**src/design/pcms_queue.sv**
```systemverilog
`timescale 1ns / 1ps
// ----------------------------------------------------------------------------
// pcms_queue
// Short FIFO between the request front end and the map back end.
// ----------------------------------------------------------------------------
module pcms_queue #(
  parameter int W     = 8,
  parameter int DEPTH = 4
) (
  input  logic         clk,
  input  logic         rst_n,
  input  logic         push,
  input  logic [W-1:0] din,
  output logic         full,
  input  logic         pop,
  output logic [W-1:0] dout,
  output logic         empty
);

  localparam int PW = $clog2(DEPTH);
  localparam int CW = $clog2(DEPTH + 1);

  logic [W-1:0]  slot_r [DEPTH];
  logic [PW-1:0] wr_ptr_r, wr_ptr_nxt;
  logic [PW-1:0] rd_ptr_r, rd_ptr_nxt;
  logic [CW-1:0] cnt_r, cnt_nxt;

  assign full  = (cnt_r == CW'(DEPTH));
  assign empty = (cnt_r == '0);
  assign dout  = slot_r[rd_ptr_r];

  always_comb begin
    wr_ptr_nxt = wr_ptr_r;
    rd_ptr_nxt = rd_ptr_r;
    cnt_nxt    = cnt_r;
    if (push) begin
      wr_ptr_nxt = (wr_ptr_r == PW'(DEPTH - 1)) ? '0 : wr_ptr_r + PW'(1);
    end
    if (pop) begin
      rd_ptr_nxt = (rd_ptr_r == PW'(DEPTH - 1)) ? '0 : rd_ptr_r + PW'(1);
    end
    if (push && !pop) begin
      cnt_nxt = cnt_r + CW'(1);
    end else if (pop && !push) begin
      cnt_nxt = cnt_r - CW'(1);
    end
  end

  always_ff @(posedge clk) begin
    if (!rst_n) begin
      wr_ptr_r <= '0;
      rd_ptr_r <= '0;
      cnt_r    <= '0;
    end else begin
      wr_ptr_r <= wr_ptr_nxt;
      rd_ptr_r <= rd_ptr_nxt;
      cnt_r    <= cnt_nxt;
    end
  end

  always_ff @(posedge clk) begin
    if (push) begin
      slot_r[wr_ptr_r] <= din;
    end
  end

`ifndef SYNTHESIS
  a_no_push_full: assert property (@(posedge clk) disable iff (!rst_n)
    full |-> !push || pop)
    else $error("queue written while full");
`endif

endmodule

```
**config.mk**
```make
export PLATFORM = sky130hd
export DESIGN_NAME = pcms_queue
export DESIGN_NICKNAME = d
export VERILOG_FILES = /design/src/design/pcms_queue.sv
export SDC_FILE = /design/constraint.sdc
export NUM_CORES = 1
export LEC_CHECK = 0
export BUFFER_PORTS_ARGS = -buffer_cell sky130_fd_sc_hd__buf_2
export CORE_ASPECT_RATIO = 1.4
export CORE_MARGIN = 5
export CORE_UTILIZATION = 55
export DETAILED_ROUTE_END_ITERATION = 8
export GPL_TIMING_DRIVEN = 0
export PLACE_DENSITY = 0.75
export SYNTH_ARGS = -nofsm -noshare
export SYNTH_HDL_FRONTEND = slang
export SYNTH_SLANG_ARGS = --single-unit
```
**constraint.sdc**
```tcl
create_clock -name clk -period 1.6 [get_ports clk]
set_input_delay 0 -clock clk [delete_from_list [all_inputs] [get_ports clk]]
set_output_delay 0 -clock clk [all_outputs]
set_load 0.02 [all_outputs]
```
# After elaboration in Yosys (flattened, before gate mapping)
# Memory sizes are Yosys's and may differ from the RTL's. A register that Yosys moved wholly into a read port is not among the register bits.
# Index checks and enable logic that the tools add are counted.
# op_classes
n_reduce_logical,6
n_addsub,4
n_eq_ne,3
muxes,8
# op_table
cell,n
2-to-1 mux 2 bit,4
2-to-1 mux 3 bit,2
"adder 2 x 1 -> 2 bit, second input constant",2
"== test 2 bit, second input constant",2
"adder 3 x 1 -> 3 bit, second input constant",1
"== test 3 bit, second input constant",1
logical NOT 3 bit,1
"subtractor 3 x 1 -> 3 bit, second input constant",1
logical AND 1 bit,2
logical NOT 1 bit,2
2-to-1 mux 1 bit,2
nonzero test 2 bit,1
# word_totals
ram_bits,32
n_memories,1
reg_bits,7
output_inout_bits,10
# mem_list
name,depth,word_bits,read_ports,rd_ports_with_merged_regs,wr,line,rtl
slot_r,4,8,1,1,1,23,logic [W-1:0] slot_r [DEPTH];

# Longest topological paths before layout
# depth
depth_word,4
mapped_depth,7
ltp_nobuf,7

# Least setup slack after synthesis
# No wires, ideal clock.
# synth_timing
path_type,register to register
startpoint,reg cnt_r[0]
endpoint,reg cnt_r[2]
n_path_buf,0
period_less_slack_ns,1.393
slack_ns,0.207
setup_ns,0.070
arrival_time_ns,1.323
t_required_ns,1.530
stages_incl_launch_ff,5
cell_sequence,dfxtp_1 > fa_1 > xor2_1 > or3_1 > a21boi_1
# synth_via
elab_chain_cells,3
word_cells_on_any_way,4
# synth_lines
element,line,rtl
start: declaration,26,"logic [CW-1:0] cnt_r, cnt_nxt;"
start signal: assignment,57,cnt_r <= cnt_nxt;
subtractor 3 x 1 -> 3 bit,45,cnt_nxt = cnt_r - CW'(1);
2-to-1 mux 3 bit,44,end else if (pop && !push) begin
2-to-1 mux 3 bit *,42,if (push && !pop) begin
# Every way passes the cells marked *; elsewhere a longest branch is shown, timed or not. The select of a mux whose other input is x is not followed.
# A chain may end at the register's enable or synchronous reset.

# Worst setup path after layout
# Same ends and word-level chain as after synthesis.

==> results.md <==
* Outcome: completed
* Initial antenna violation count at 0
* Longest Clk Path Bufs at 2
* Clk pwr share at 0.298
* Worst path max stage delay at 0.45 ns
* Max Cap Viol at 0
* Syn_nets at 105
* Comb power frac at 0.139
* Vias at 828
* Tmin final at approximately 1.5 ns
* Slew Limit Headroom at 0.720
* Critical Path Slowest Stage Cell: fa_1
* Die footprint at 4140 sq um
* Internal power at 1.71 mW
* Setup tns final at 0 ns
* Hold slack at 0.0764 ns
* Crit path max fanout at 4
* Syn Area/Cell at approximately 19 sq um
* Final setup skew at between 0.002 and 0.0025 ns
* Unique cell type count in the Yosys netlist at 20
* Initial Utilization at 0.567
* Crit path max-delay family: adder cells
* Hold Fails Final Rpt at 0
* DRC viols at 0
* Layout cells sized above 1 at 0.306
* Vias in the first global route at 854
* Worst Max-Slew Pin Slew at 0.419 ns
* TritonCTS clock tree: yes
* Critical path class: flip-flop to flip-flop
* Core area at between 2000 and 3000 sq um
* Drt total wl at roughly 2300 um
* Synthesized flop and latch total at between 40 and 50
* CP startpoint kind: flip-flop
* Post-synthesis sequential area ratio at 0.706
* Root Driver: clkbuf_8
* Crit share post-route at 0.957
* Final Max Slew Viols at 0
* Num ports at 22
* Worst EP arrival at 1.75 ns
* Sequential Power Share at 0.563
* Pin count of the biggest net entering global routing at 13
* Peak supply drop at 755 uV
* GPL Wtd Cong at 0.674
* Worst Setup Slack post-DPL at 0.0697 ns
* P per Cell Area at 1130 nW/um^2
* Syn Std Cell Area at 1620 sq um
* Leak at 0.726 nW
* Area delta synth->final at 20.8%
* Nets@finish at about 140
* Initial DRC count at 28
* Post-Layout Cell Count at 161
* GRT Total Usage at 0.130
* Clock transition at path regs at 0.07 ns
* Die H at about 74 um
* CTS Buf Count at 5
* Detailed Place HPWL at 1600 um
* H-tree depth at 2
* Mapped Cells at 86
* Fmax at between 0.6 and 0.7 GHz
* DP Cell Count at 144
* Final Setup Violations at 0
* Grt ovf at 0
* Crit end category: flip-flop
* Worst path bufs/invs at 0
* First-pass DRT Iterations at 4
* Routed Antenna Nets at 0
* Clk_lat worst skew at 0.28 ns
* Cell chain of the critical path: fa_1, xor2_1, or3_1, a21boi_2
* Global-route wire length before repair at 3910 um
* Die width at roughly 56 um
* Worst Path Required at 1.82 ns
* Setup WS post-layout at 0.0684 ns
* Vias per cell at 5.14
* Clock sinks at slightly above 40
* Antenna Diode Count at 0
* Number of port buffers at 21
* Avg WL per Cell at 14.5 um
* P_sw at 0.501 mW
* Switch share at 0.227
* Num rows at 23
* HP Class: input pin to flip-flop
* YS warnings at 0
==> cells in the mapped netlist <==
| library cell | count | share of area |
|---|---|---|
| edfxtp_1 | 32 | 0.59 |
| dfxtp_1 | 9 | 0.11 |
| mux4_2 | 8 | 0.11 |
| ha_1 | 6 | 0.046 |
| and2_1 | 5 | 0.019 |
| nor2b_1 | 5 | 0.019 |
| inv_1 | 4 | 0.0093 |
| mux2i_1 | 4 | 0.025 |
| nor3_1 | 2 | 0.0062 |
| a21boi_1 | 1 | 0.0046 |
| buf_6 | 1 | 0.0070 |
| clkbuf_2 | 1 | 0.0031 |
| fa_1 | 1 | 0.012 |
| nor2_1 | 1 | 0.0023 |
| nor3b_1 | 1 | 0.0046 |
| o21a_1 | 1 | 0.0046 |
| o21ai_0 | 1 | 0.0031 |
| or3_1 | 1 | 0.0039 |
| xnor2_1 | 1 | 0.0054 |
| xor2_1 | 1 | 0.0054 |
==> sequential cells by signal, indices dropped and copies added (netlist names), named ones only <==
| name | count |
|---|---|
| slot_r | 32 |
| cnt_r | 3 |
| rd_ptr_r | 2 |
| wr_ptr_r | 2 |
==> path summary, 6_finish.rpt <==
check                                  from        end  slack, ns  cells after the start
worst max-delay path               cnt_r[0]   cnt_r[2]       0.07                      4
worst min register to register  rd_ptr_r[1]  flip-flop       0.55                      2
worst max register to register     cnt_r[0]   cnt_r[2]       0.07                      4
worst min-delay path                    pop  flip-flop       0.08                      3
==> worst reg2reg max path, cell delays in order (launching register included) <==
cell	delay, ns
dfxtp_1	0.36
fa_1	0.45
xor2_1	0.17
or3_1	0.34
a21boi_2	0.16
==> cell families (layout without fill, tap and decap cells) <==
family,count (synthesis),count (layout),share of synthesized area
DFF,41,41,0.706
and+or+nand+nor,15,15,0.0558
muxes,12,12,0.136
adders and majority gates,7,7,0.0589
buffers and inverters,6,44,0.0194
AOI/OAI and AO/OA,3,3,0.0124
xor gates and xnor gates,2,2,0.0108
==> cell usage in the layout, fill, tap and decap left out <==
cell type	instances
a21boi_2	1
and2_1	5
buf_2	21
buf_6	1
clkbuf_1	2
clkbuf_2	1
clkbuf_8	6
dfxtp_1	9
dlygate4sd3_1	9
edfxtp_1	32
fa_1	1
ha_1	6
inv_1	4
mux2i_1	4
mux4_2	8
nor2_1	1
nor2b_1	5
nor3_1	2
nor3b_1	1
o21a_1	1
o21ai_0	1
or3_1	1
xnor2_1	1
xor2_1	1
==> area by class of cell <==
cell class	instances	area, sq um
Timing Repair Buffer	30	195
Fill cell	200	898
Clock buffer	8	90.1
Buffer	2	16.3
Tap cell	37	46.3
Inverter	4	15.0
Multi-Input combinational cell	39	447
Sequential cell	41	1140
==> power groups by stage <==
stage,Combinational (mW),Sequential (mW),Clock [mW]
detailed placement,0.288,1.27,0
CTS,0.306,1.24,0.679
global route,0.344,1.25,0.737
global placement,0.278,1.26,0
finish,0.307,1.24,0.658
floorplan,0.202,1.26,0
==> metrics by stage <==
stage | utilization | cell area [sq um] | power [mW]
2_1_floorplan | - | 1620 | 1.46
3_3_place_gp | 0.620 | 1770 | 1.54
3_5_place_dp | 0.620 | 1770 | 1.55
4_1_cts | 0.683 | 1950 | 2.23
5_1_grt | 0.685 | 1950 | 2.33
6_report | 0.685 | 1950 | 2.21
==> repair_timing <==
action | 4_1_cts | 5_1_grt
setup buffers | 0 | 0
hold endpoints to repair | 33 | 0
gates resized for setup | 0 | 1
hold buffers | 9 | 0
setup endpoints to repair | 0 | 1
==> per-layer routing <==
metal / wire (um) / track usage / up-vias
met5: 0 / 0 / -
met4: 59 / 0.0730 / 0
met3: 113 / 0.0382 / 5
li1: - / - / 399
met2: 1280 / 0.222 / 21
met1: 886 / 0.147 / 403
(Power assumes the default switching activity.)
