--- config.mk ---
export PLATFORM = sky130hd
export DESIGN_NAME = pcms_front
export DESIGN_NICKNAME = d
export VERILOG_FILES = /design/src/design/pcms_pkg.sv /design/src/design/pcms_front.sv
export SDC_FILE = /design/constraint.sdc
export NUM_CORES = 2
export LEC_CHECK = 0
export BUFFER_PORTS_ARGS = -buffer_cell sky130_fd_sc_hd__buf_2
export CAP_MARGIN = 5
export CORE_ASPECT_RATIO = 2
export CORE_MARGIN = 2
export CORE_UTILIZATION = 45
export DETAILED_ROUTE_END_ITERATION = 7
export GPL_ROUTABILITY_DRIVEN = 0
export PLACE_DENSITY = 0.61
export SKIP_LAST_GASP = 1
export SYNTH_ARGS = -nofsm -noshare
export SYNTH_HDL_FRONTEND = slang
export SYNTH_SLANG_ARGS = --single-unit
--- constraint.sdc ---
create_clock -name clk -period 10.4 [get_ports clk]
set_clock_uncertainty 0.1 [all_clocks]
set_input_delay 1.56 -clock clk [delete_from_list [all_inputs] [get_ports clk]]
set_output_delay 1.56 -clock clk [all_outputs]
set_load 0.005 [all_outputs]
--- src/design/pcms_pkg.sv ---
`timescale 1ns / 1ps
// ----------------------------------------------------------------------------
// pcms_pkg
// Shared types and constants of the projector coordinate map sampler.
// ----------------------------------------------------------------------------
package pcms_pkg;

  localparam int COORD_W    = 20;
  localparam int SCALE_W    = 24;
  localparam int BOUND_W    = 13;
  localparam int PHASE_W    = 32;
  localparam int PROD_W     = 55;
  localparam int PROD_SHIFT = 24;
  localparam int POINT_W    = 22;
  localparam int PIX_W      = 9;
  localparam int IN_DATA_W  = 128;
  localparam int OUT_DATA_W = 48;
  localparam int CFG_IDX_W  = 2;
  localparam int CFG_DATA_W = 24;
  localparam int WORD_W     = 2 * COORD_W + 1;
  localparam int QUEUE_DEPTH = 4;

  localparam logic [BOUND_W-1:0] BOUND_MAX = 13'd4096;

  localparam logic [SCALE_W-1:0] U_SCALE_RST = 24'd65536;
  localparam logic [SCALE_W-1:0] V_SCALE_RST = 24'd65536;
  localparam logic [BOUND_W-1:0] PROJ_W_RST  = 13'd1024;
  localparam logic [BOUND_W-1:0] PROJ_H_RST  = 13'd768;

  // Request field offsets in in_tdata
  localparam int PX_LSB   = 0;
  localparam int PY_LSB   = 9;
  localparam int PU_LSB   = 18;
  localparam int PV_LSB   = 50;
  localparam int PVLD_BIT = 82;
  localparam int QX_LSB   = 83;
  localparam int QY_LSB   = 105;

  typedef enum logic {
    OP_STORE = 1'b0,
    OP_QUERY = 1'b1
  } op_t;

  typedef enum logic [CFG_IDX_W-1:0] {
    REG_U_SCALE = 2'd0,
    REG_V_SCALE = 2'd1,
    REG_PROJ_W  = 2'd2,
    REG_PROJ_H  = 2'd3
  } cfg_reg_t;

  typedef enum logic [2:0] {
    BK_CLEAR,
    BK_IDLE,
    BK_READ,
    BK_TAIL1,
    BK_TAIL2,
    BK_DONE
  } bk_state_t;

  // act: store lies inside the image / query neighbourhood lies inside the image
  typedef struct packed {
    logic act;
    logic ok;
    op_t  kind;
  } cmd_ctl_t;

  typedef struct packed {
    logic [COORD_W-1:0] u;
    logic [COORD_W-1:0] v;
  } coord_pair_t;

endpackage

--- src/design/pcms_front.sv ---
`timescale 1ns / 1ps
// ----------------------------------------------------------------------------
// pcms_front
// Request front end: configuration registers, request capture, phase scaling,
// bound checks and neighbourhood set-up, then hand-off to the queue.
// ----------------------------------------------------------------------------
module pcms_front
  import pcms_pkg::*;
#(
  parameter int IMG_W     = 512,
  parameter int IMG_H     = 512,
  parameter int FRAC_BITS = 8
) (
  input  logic                                clk,
  input  logic                                rst_n,
  input  logic                                cfg_we,
  input  logic [CFG_IDX_W-1:0]                cfg_index,
  input  logic [CFG_DATA_W-1:0]               cfg_wdata,
  input  logic                                in_tvalid,
  output logic                                in_tready,
  input  logic                                in_tuser,
  input  logic [IN_DATA_W-1:0]                in_tdata,
  input  logic                                clr_done,
  input  logic                                q_full,
  output logic                                q_push,
  output cmd_ctl_t                            q_ctl,
  output coord_pair_t                         q_coord,
  output logic [$clog2(IMG_W*IMG_H)-1:0]      q_addr,
  output logic [FRAC_BITS-1:0]                q_dx,
  output logic [FRAC_BITS-1:0]                q_dy
);

  localparam int ADDR_W = $clog2(IMG_W * IMG_H);
  localparam int QI_W   = POINT_W - 1 - FRAC_BITS;

  logic [SCALE_W-1:0] u_scale_r, v_scale_r;
  logic [BOUND_W-1:0] proj_w_r, proj_h_r;

  logic               a_vld_r, a_vld_nxt;
  op_t                a_op_r;
  logic [PIX_W-1:0]   a_px_r, a_py_r;
  logic [PHASE_W-1:0] a_pu_r, a_pv_r;
  logic               a_pvld_r;
  logic [POINT_W-1:0] a_qx_r, a_qy_r;

  logic               b_vld_r, b_vld_nxt;
  op_t                b_op_r;
  logic               b_act_r;
  logic               b_pvld_r;
  logic [ADDR_W-1:0]  b_addr_r;
  logic [PROD_W-1:0]  b_prod_u_r, b_prod_v_r;
  logic               b_neg_u_r, b_neg_v_r;
  logic [FRAC_BITS-1:0] b_dx_r, b_dy_r;

  logic               in_acc, a_go, b_go;
  logic [PHASE_W-2:0] pu_mag, pv_mag;
  logic               st_in_img, qr_in_img;
  logic [ADDR_W-1:0]  st_addr, qr_addr;
  logic [QI_W-1:0]    x0, y0;
  logic [BOUND_W-1:0] bu, bv;
  logic               gu, gv, st_ok;

  always_ff @(posedge clk) begin
    if (!rst_n) begin
      u_scale_r <= U_SCALE_RST;
      v_scale_r <= V_SCALE_RST;
      proj_w_r  <= PROJ_W_RST;
      proj_h_r  <= PROJ_H_RST;
    end else if (cfg_we) begin
      unique case (cfg_reg_t'(cfg_index))
        REG_U_SCALE: u_scale_r <= cfg_wdata;
        REG_V_SCALE: v_scale_r <= cfg_wdata;
        REG_PROJ_W:  proj_w_r  <= cfg_wdata[BOUND_W-1:0];
        REG_PROJ_H:  proj_h_r  <= cfg_wdata[BOUND_W-1:0];
        default: ;
      endcase
    end
  end

  assign b_go      = !b_vld_r || !q_full;
  assign a_go      = a_vld_r && b_go;
  assign in_tready = clr_done && (!a_vld_r || b_go);
  assign in_acc    = in_tvalid && in_tready;
  assign q_push    = b_vld_r && !q_full;

  always_comb begin
    a_vld_nxt = a_vld_r;
    if (in_acc) begin
      a_vld_nxt = 1'b1;
    end else if (b_go) begin
      a_vld_nxt = 1'b0;
    end
    b_vld_nxt = b_go ? a_vld_r : b_vld_r;
  end

  always_ff @(posedge clk) begin
    if (!rst_n) begin
      a_vld_r <= 1'b0;
      b_vld_r <= 1'b0;
    end else begin
      a_vld_r <= a_vld_nxt;
      b_vld_r <= b_vld_nxt;
    end
  end

  // Stage A to B: scale phases, check image bounds, form base address
  assign pu_mag    = a_pu_r[PHASE_W-1] ? '0 : a_pu_r[PHASE_W-2:0];
  assign pv_mag    = a_pv_r[PHASE_W-1] ? '0 : a_pv_r[PHASE_W-2:0];
  assign st_in_img = (32'(a_px_r) < 32'(IMG_W)) && (32'(a_py_r) < 32'(IMG_H));
  assign st_addr   = ADDR_W'(32'(a_py_r) * 32'(IMG_W) + 32'(a_px_r));
  assign x0        = a_qx_r[POINT_W-2:FRAC_BITS];
  assign y0        = a_qy_r[POINT_W-2:FRAC_BITS];
  assign qr_in_img = !a_qx_r[POINT_W-1] && !a_qy_r[POINT_W-1] &&
                     (32'(x0) < 32'(IMG_W - 1)) && (32'(y0) < 32'(IMG_H - 1));
  assign qr_addr   = ADDR_W'(32'(y0) * 32'(IMG_W) + 32'(x0));

  always_ff @(posedge clk) begin
    if (in_acc) begin
      a_op_r   <= op_t'(in_tuser);
      a_px_r   <= in_tdata[PX_LSB +: PIX_W];
      a_py_r   <= in_tdata[PY_LSB +: PIX_W];
      a_pu_r   <= in_tdata[PU_LSB +: PHASE_W];
      a_pv_r   <= in_tdata[PV_LSB +: PHASE_W];
      a_pvld_r <= in_tdata[PVLD_BIT];
      a_qx_r   <= in_tdata[QX_LSB +: POINT_W];
      a_qy_r   <= in_tdata[QY_LSB +: POINT_W];
    end
    if (a_go) begin
      b_op_r     <= a_op_r;
      b_act_r    <= (a_op_r == OP_QUERY) ? qr_in_img : st_in_img;
      b_addr_r   <= (a_op_r == OP_QUERY) ? qr_addr : st_addr;
      b_pvld_r   <= a_pvld_r;
      b_prod_u_r <= PROD_W'(pu_mag) * PROD_W'(u_scale_r);
      b_prod_v_r <= PROD_W'(pv_mag) * PROD_W'(v_scale_r);
      b_neg_u_r  <= a_pu_r[PHASE_W-1];
      b_neg_v_r  <= a_pv_r[PHASE_W-1];
      b_dx_r     <= a_qx_r[FRAC_BITS-1:0];
      b_dy_r     <= a_qy_r[FRAC_BITS-1:0];
    end
  end

  // Stage B: projector bound test on the exact product
  assign bu    = (proj_w_r > BOUND_MAX) ? BOUND_MAX : proj_w_r;
  assign bv    = (proj_h_r > BOUND_MAX) ? BOUND_MAX : proj_h_r;
  assign gu    = (!b_neg_u_r || (u_scale_r == '0)) &&
                 (b_prod_u_r < PROD_W'({bu, 32'b0}));
  assign gv    = (!b_neg_v_r || (v_scale_r == '0)) &&
                 (b_prod_v_r < PROD_W'({bv, 32'b0}));
  assign st_ok = b_act_r && b_pvld_r && gu && gv;

  always_comb begin
    q_ctl.kind = b_op_r;
    q_ctl.act  = b_act_r;
    q_ctl.ok   = (b_op_r == OP_STORE) && st_ok;
    q_coord.u  = q_ctl.ok ? b_prod_u_r[PROD_SHIFT +: COORD_W] : '0;
    q_coord.v  = q_ctl.ok ? b_prod_v_r[PROD_SHIFT +: COORD_W] : '0;
  end

  assign q_addr = b_addr_r;
  assign q_dx   = b_dx_r;
  assign q_dy   = b_dy_r;

endmodule

### Yosys cells after proc, flatten, opt, wreduce, memory -nomap -nowiden

Index checks and enable logic that the tools add are counted.

* add/subtract/negate cells: 2
* multiply operators: 2
* div/mod/pow operators: 0
* magnitude comparators: 6
* equal/unequal tests: 3
* shift operators: 0
* multiplexer cells: 9
* bitwise operators: 1
* reductions and logical operators: 32

Operator list (number)
* 55-bit by 45-bit < comparator with 1-bit output: 2
* 31-bit by 24-bit multiplier with 55-bit output: 2
* 31-bit two-way mux: 2
* 24-bit zero test: 2
* 20-bit two-way mux: 2
* 13-bit greater-than comparator (second input constant): 2
* 13-bit by 9-bit < comparator with 1-bit output (second input constant): 2
* 13-bit two-way mux: 2
* 18-bit by 13-bit adder with 18-bit output: 1
* 18-bit by 9-bit adder with 18-bit output: 1
* 18-bit two-way mux: 1
* 1-bit logical AND: 13
* 2-bit AND reduction: 4
* 1-bit zero test: 7
* 2-bit equality test (second input constant): 2
* 1-bit logical OR: 4
* 2-bit by 1-bit equality test with 1-bit output (second input constant): 1
* 2-bit zero test: 1
* 1-bit two-way mux: 2
* 2-bit nonzero test: 1
* 1-bit inverter: 1

* flip-flop bits (word level): 353
* latch bits: 0
* bits in writable memories: 0
* ROM bits: 0
* bits of input ports: 161
* memories kept: 0

### Depth between registers and ports, before layout

* word-level depth: 8
* gate-level depth with buffers: 28
* depth with buffers taken out: 25

### Worst setup path after synthesis

Ideal clock, no wire load.

* path type: input port to flip-flop
* from: input q_full
* to: register b_act_r (enable)
* arrival time: 8.879 ns
* slack: 0.707 ns
* stages on the path: 1
* cells stage by stage: a21boi_0

* cells in the longest elaborated chain, start to end: 3

Ends and longest elaborated chain
* start, declared: line pcms_front.sv:24 `input logic q_full,`
* 1-bit zero test: line pcms_front.sv:80 `assign b_go = !b_vld_r || !q_full;`
* 1-bit logical OR: line pcms_front.sv:80
* 1-bit logical AND: line pcms_front.sv:81 `assign a_go = a_vld_r && b_go;`
* end signal, assigned: line pcms_front.sv:130 `b_act_r <= (a_op_r == OP_QUERY) ? qr_in_img : st_in_img;`
* end, declared: line pcms_front.sv:48 `logic b_act_r;`

Every way passes these cells.
A chain may end at the register's enable or synchronous reset.

### Worst setup path after layout

* from: register a_pv_r[31]
* to: register b_prod_v_r[52] (data pin)

* cells in the longest elaborated chain, start to end: 2

Ends and longest elaborated chain
* start, declared: line pcms_front.sv:42 `logic [PHASE_W-1:0] a_pu_r, a_pv_r;`
* start signal, assigned: line pcms_front.sv:123 `a_pv_r <= in_tdata[PV_LSB +: PHASE_W];`
* 31-bit two-way mux: line pcms_front.sv:108 `assign pv_mag = a_pv_r[PHASE_W-1] ? '0 : a_pv_r[PHASE_W-2:0];`
* 31-bit by 24-bit multiplier with 55-bit output: line pcms_front.sv:134 `b_prod_v_r <= PROD_W'(pv_mag) * PROD_W'(v_scale_r);`
* end signal, assigned: line pcms_front.sv:134
* end, declared: line pcms_front.sv:51 `logic [PROD_W-1:0] b_prod_u_r, b_prod_v_r;`

Every way passes these cells.

==> results by stage <==
Status:
- The flow ran to the end, and the final reports show no timing, DRC or antenna violations.

Routing:
- The detailed-route DRC error count is 0.
- In this run the remaining antenna-violating nets after routing total 0.
- Summing over every cut layer, the via total after detailed routing is 43720.
- Using the TritonRoute via totals, the vias-per-cell ratio works out to 5.433.
- The DRC marker count from the first detailed-route iteration is between 2000 and 2500.
- After detailed routing, the average wire length per cell comes to between 20 and 25 um.
- The first-pass detailed-route iteration total is 6.
- The routed wire length is approximately 190 mm.

Clocking:
- TritonCTS built the clock tree.
- The number of buffers added for setup after CTS is 0.
- The clock passes through at most 3 buffers.
- The insertion delay of the later-clocked pin in the worst-skew pair is around 630 ps.
- The number of levels the H-tree was split into is 2.
- The library cell used as clock root buffer is sky130_fd_sc_hd__clkbuf_16.
- The number of clock buffers added by TritonCTS is 38.
- The number of hold buffers added after CTS was 0.
- The clock slew at the register clock pins of the worst setup and hold paths is around 60 ps.
- The clock drives 305 sinks.
- Once the clock tree was built, the resizer swapped 0 gates to a different size.

STA:
- Subtracting the final worst setup slack from the clock period gives approximately 9300 ps.
- The worst-case headroom to the max-slew limit is between 10% and 20%.
- The hold violation total from the final report was 0.
- Adding up every negative setup slack in the final design gives 0 ps.
- The count of final max-slew check failures is 0.
- Setup repair after global routing left no endpoint under its margin.
- The worst hold slack across all endpoints is between 300 and 400 ps.
- The highest attainable clock frequency is 107.3 MHz.
- The period utilization is 89.61%.
- The slew at the pin with the worst max-slew slack is roughly 1300 ps.
- Setup violations remaining at the end of the flow were counted as 0.

Worst setup path:
- The largest individual stage delay along the critical path comes from the cell sky130_fd_sc_hd__edfxtp_1.
- The type of destination of the critical path is a flip-flop.
- The critical path launch point type is a flip-flop.
- The critical path's most frequent cell is sky130_fd_sc_hd__fa_1.
- The critical path is of the flip-flop to flip-flop type.
- The data required time at the worst endpoint is ~11000 ps.
- Among cell families on the critical path, the largest total delay comes from adder cells.
- Data arrives at the worst endpoint at about 9600 ps.
- Counting both buffers and inverters, the worst setup path holds a total of 6.
- Along the worst path, the maximum fanout reaches 24.
- The peak per-stage delay on the critical path is between 800 and 900 ps.

Die:
- From left edge to right edge, the die measures approximately 260 um.
- The area of the core is roughly 0.13 mm^2.
- The initial core utilization is 45.25%.
- Pin placement for this block handled 240 I/O pins.
- The overall die area is around 0.13 mm^2.
- The number of placement rows is between 150 and 200.
- The die boundary height is ~510 um.

Global route:
- The first-pass GRT wire length is around 290 mm.
- The pin count of the biggest net entering global routing is 77.
- The number of global-route vias before repair is around 49000.
- For this run, the total global-route usage over all layers was measured as between 20% and 30%.
- The initial antenna violation count is 30.
- For this run the aggregate overflow at the end of global routing stands at 0.

Yosys:
- The number of different library cells in the post-synthesis netlist is between 70 and 80.
- Counting flops with a built-in enable in the synthesized netlist gives between 200 and 250.
- The post-synthesis cell count is 6229.
- The per-instance average area after synthesis is around 9.4 um^2.
- The cell area that synthesis handed to floorplanning was roughly 0.06 mm^2.
- The total number of yosys warnings is 0.
- The share of the Yosys chip area taken by registers is 14.32%.
- The prevailing post-synth register cell is sky130_fd_sc_hd__edfxtp_1.
- Counting flops and latches in the post-synthesis netlist gives 305.
- Synthesis produced a netlist with a net count of just over 8000.
- For this run, asynchronously set or reset flops after synthesis account for 0%.

Power and ir drop:
- The largest voltage drop on the vdd net is roughly 140 uV.
- For this design the ratio of total power to cell area is about 70 mW/mm^2.
- For this design the static power due to leakage is 31.29 nW.

Placed design:
- The HPWL after detailed placement is about 150 mm.
- Buffers placed on the I/O ports in this run total between 200 and 250.

Worst hold path:
- The path type of the worst min-delay path is flip-flop to flip-flop.

Job:
- The max-capacitance violation count is 0.

Layout:
- The final net count is 8113.
- The share of layout cells above drive strength 1 is a little under 8%.
- The growth of design area from synthesis to finish is 7.627%.
- The most frequent standard cell in the layout excluding fill and tap cells is sky130_fd_sc_hd__inv_1.
- In the layout the commonest cells are 1461 x sky130_fd_sc_hd__inv_1, 1271 x sky130_fd_sc_hd__fa_1, 976 x sky130_fd_sc_hd__nand2_1, 748 x sky130_fd_sc_hd__and2_1, 382 x sky130_fd_sc_hd__ha_1.
[worst register-to-register path, stage by stage (launching register included)]
cell	delay, ps
sky130_fd_sc_hd__edfxtp_1	830
sky130_fd_sc_hd__buf_12	370
sky130_fd_sc_hd__nor2b_4	800
sky130_fd_sc_hd__nand2_1	220
sky130_fd_sc_hd__fa_1	580
sky130_fd_sc_hd__inv_1	50
sky130_fd_sc_hd__fa_1	470
sky130_fd_sc_hd__inv_1	60
sky130_fd_sc_hd__fa_1	520
sky130_fd_sc_hd__fa_1	520
sky130_fd_sc_hd__inv_1	50
sky130_fd_sc_hd__fa_1	530
sky130_fd_sc_hd__fa_1	580
sky130_fd_sc_hd__inv_1	70
sky130_fd_sc_hd__fa_1	480
sky130_fd_sc_hd__inv_1	40
sky130_fd_sc_hd__ha_1	310
sky130_fd_sc_hd__nand3_1	180
sky130_fd_sc_hd__nor3_1	370
sky130_fd_sc_hd__nand2_1	100
sky130_fd_sc_hd__a31o_2	230
sky130_fd_sc_hd__a31oi_1	480
sky130_fd_sc_hd__o21ai_1	350
sky130_fd_sc_hd__a21boi_1	440
sky130_fd_sc_hd__a31oi_1	170
sky130_fd_sc_hd__xnor2_1	140
[synthesized netlist by cell type, types with 3 or more instances]
library cell	instances	area [um^2]
sky130_fd_sc_hd__o2111ai_1	3	26.28
sky130_fd_sc_hd__mux2_2	13	146.4
sky130_fd_sc_hd__dfxtp_1	76	1521
sky130_fd_sc_hd__ha_1	382	4780
sky130_fd_sc_hd__nand3_1	32	160.2
sky130_fd_sc_hd__edfxtp_1	229	6877
sky130_fd_sc_hd__inv_1	1462	5488
sky130_fd_sc_hd__nor2_1	80	300.3
sky130_fd_sc_hd__a21boi_0	73	548.0
sky130_fd_sc_hd__nor4_1	27	168.9
sky130_fd_sc_hd__o31ai_1	6	45.04
sky130_fd_sc_hd__xnor2_1	49	429.2
sky130_fd_sc_hd__o21a_1	4	30.03
sky130_fd_sc_hd__a31oi_1	19	118.9
sky130_fd_sc_hd__a21oi_1	95	475.5
sky130_fd_sc_hd__nor2b_1	77	481.7
sky130_fd_sc_hd__nand2_1	976	3664
sky130_fd_sc_hd__xor2_1	24	210.2
sky130_fd_sc_hd__o211ai_1	4	30.03
sky130_fd_sc_hd__or3_1	10	62.56
sky130_fd_sc_hd__a211oi_1	8	60.06
sky130_fd_sc_hd__a41oi_1	3	26.28
sky130_fd_sc_hd__and3_1	11	68.82
sky130_fd_sc_hd__o21ai_0	42	210.2
sky130_fd_sc_hd__fa_1	1271	25440
sky130_fd_sc_hd__a221oi_1	3	26.28
sky130_fd_sc_hd__nand4_1	28	175.2
sky130_fd_sc_hd__clkbuf_1	319	1197
sky130_fd_sc_hd__o22ai_1	4	25.02
sky130_fd_sc_hd__o21ai_1	10	50.05
sky130_fd_sc_hd__and4_1	3	26.28
sky130_fd_sc_hd__a21o_1	59	442.9
sky130_fd_sc_hd__o21bai_1	8	60.06
sky130_fd_sc_hd__nand2b_1	9	56.30
sky130_fd_sc_hd__and2_1	748	4679
sky130_fd_sc_hd__nor3_1	10	50.05
[final timing paths]
check                                start        endpoint  slack [ps]  cells past startpoint
worst min-delay path             a_qx_r[5]         q_dx[5]         320                      0
worst max register to register  a_pv_r[31]  b_prod_v_r[52]        1080                     25
worst max-delay path            a_pv_r[31]  b_prod_v_r[52]        1080                     25
worst min register to register   a_qx_r[5]         q_dx[5]         320                      0
[state kept, by name, summed over array words and instances, names as in the netlist, 8 cells and up]
name	flops
a_qy_r	22
q_dy	8
a_pv_r	32
v_scale_r	24
q_addr	18
proj_w_r	13
a_py_r	9
u_scale_r	24
a_qx_r	22
b_prod_v_r	31
a_pu_r	32
b_prod_u_r	31
q_dx	8
a_px_r	9
proj_h_r	13
[layer usage]
layer	share of wire [%]	vias to the layer above	track usage, %
met5	0.044	-	0
met4	11	14	26.69
met3	5.8	986	4.735
met2	54	1885	55.17
met1	29	22390	26.13
li1	-	18450	-
[area by class of cell]
cell class                 count  area (um^2)
sequential                   305         8418
fill                       12430        66490
multi-input combinational   4137        43730
tap                         1701         2128
antenna                       20        50.05
inverter                    1462         5493
clock inverter                23        249.0
clock buffer                  44        973.4
timing repair buffer         355         2095
[where the power goes]
part           total (W)  leakage, nW  switching, W  internal [W]
clock network    0.00139        0.597      0.000651      0.000743
logic            0.00154         27.9      0.000991      0.000551
registers        0.00146         2.75     0.0000725       0.00139
[metrics by stage]
stage	utilization (%)	instance area [um^2]	setup WS (ps)	power, W	std cells
after floorplan	-	58660	707.5	0.002397	6229
after global placement	47.72	61860	1259	0.002986	7960
after detailed placement	47.72	61860	1165	0.003009	7960
after CTS	48.67	63080	1158	0.004435	8027
after global routing	48.69	63110	879.1	0.004614	8037
final	48.71	63130	1081	0.004396	8047
[cell families after synthesis]
kind of cell,Yosys count,synth area share [%]
DFF,305,14.32
buffers and inverters,1787,11.45
xor gates and xnor gates,73,1.090
AOI/OAI and AO/OA,371,4.251
adders and majority gates,1653,51.52
muxes,14,0.2666
and+or+nand+nor,2026,17.10
Note: power is estimated with default switching activity, not from simulation.
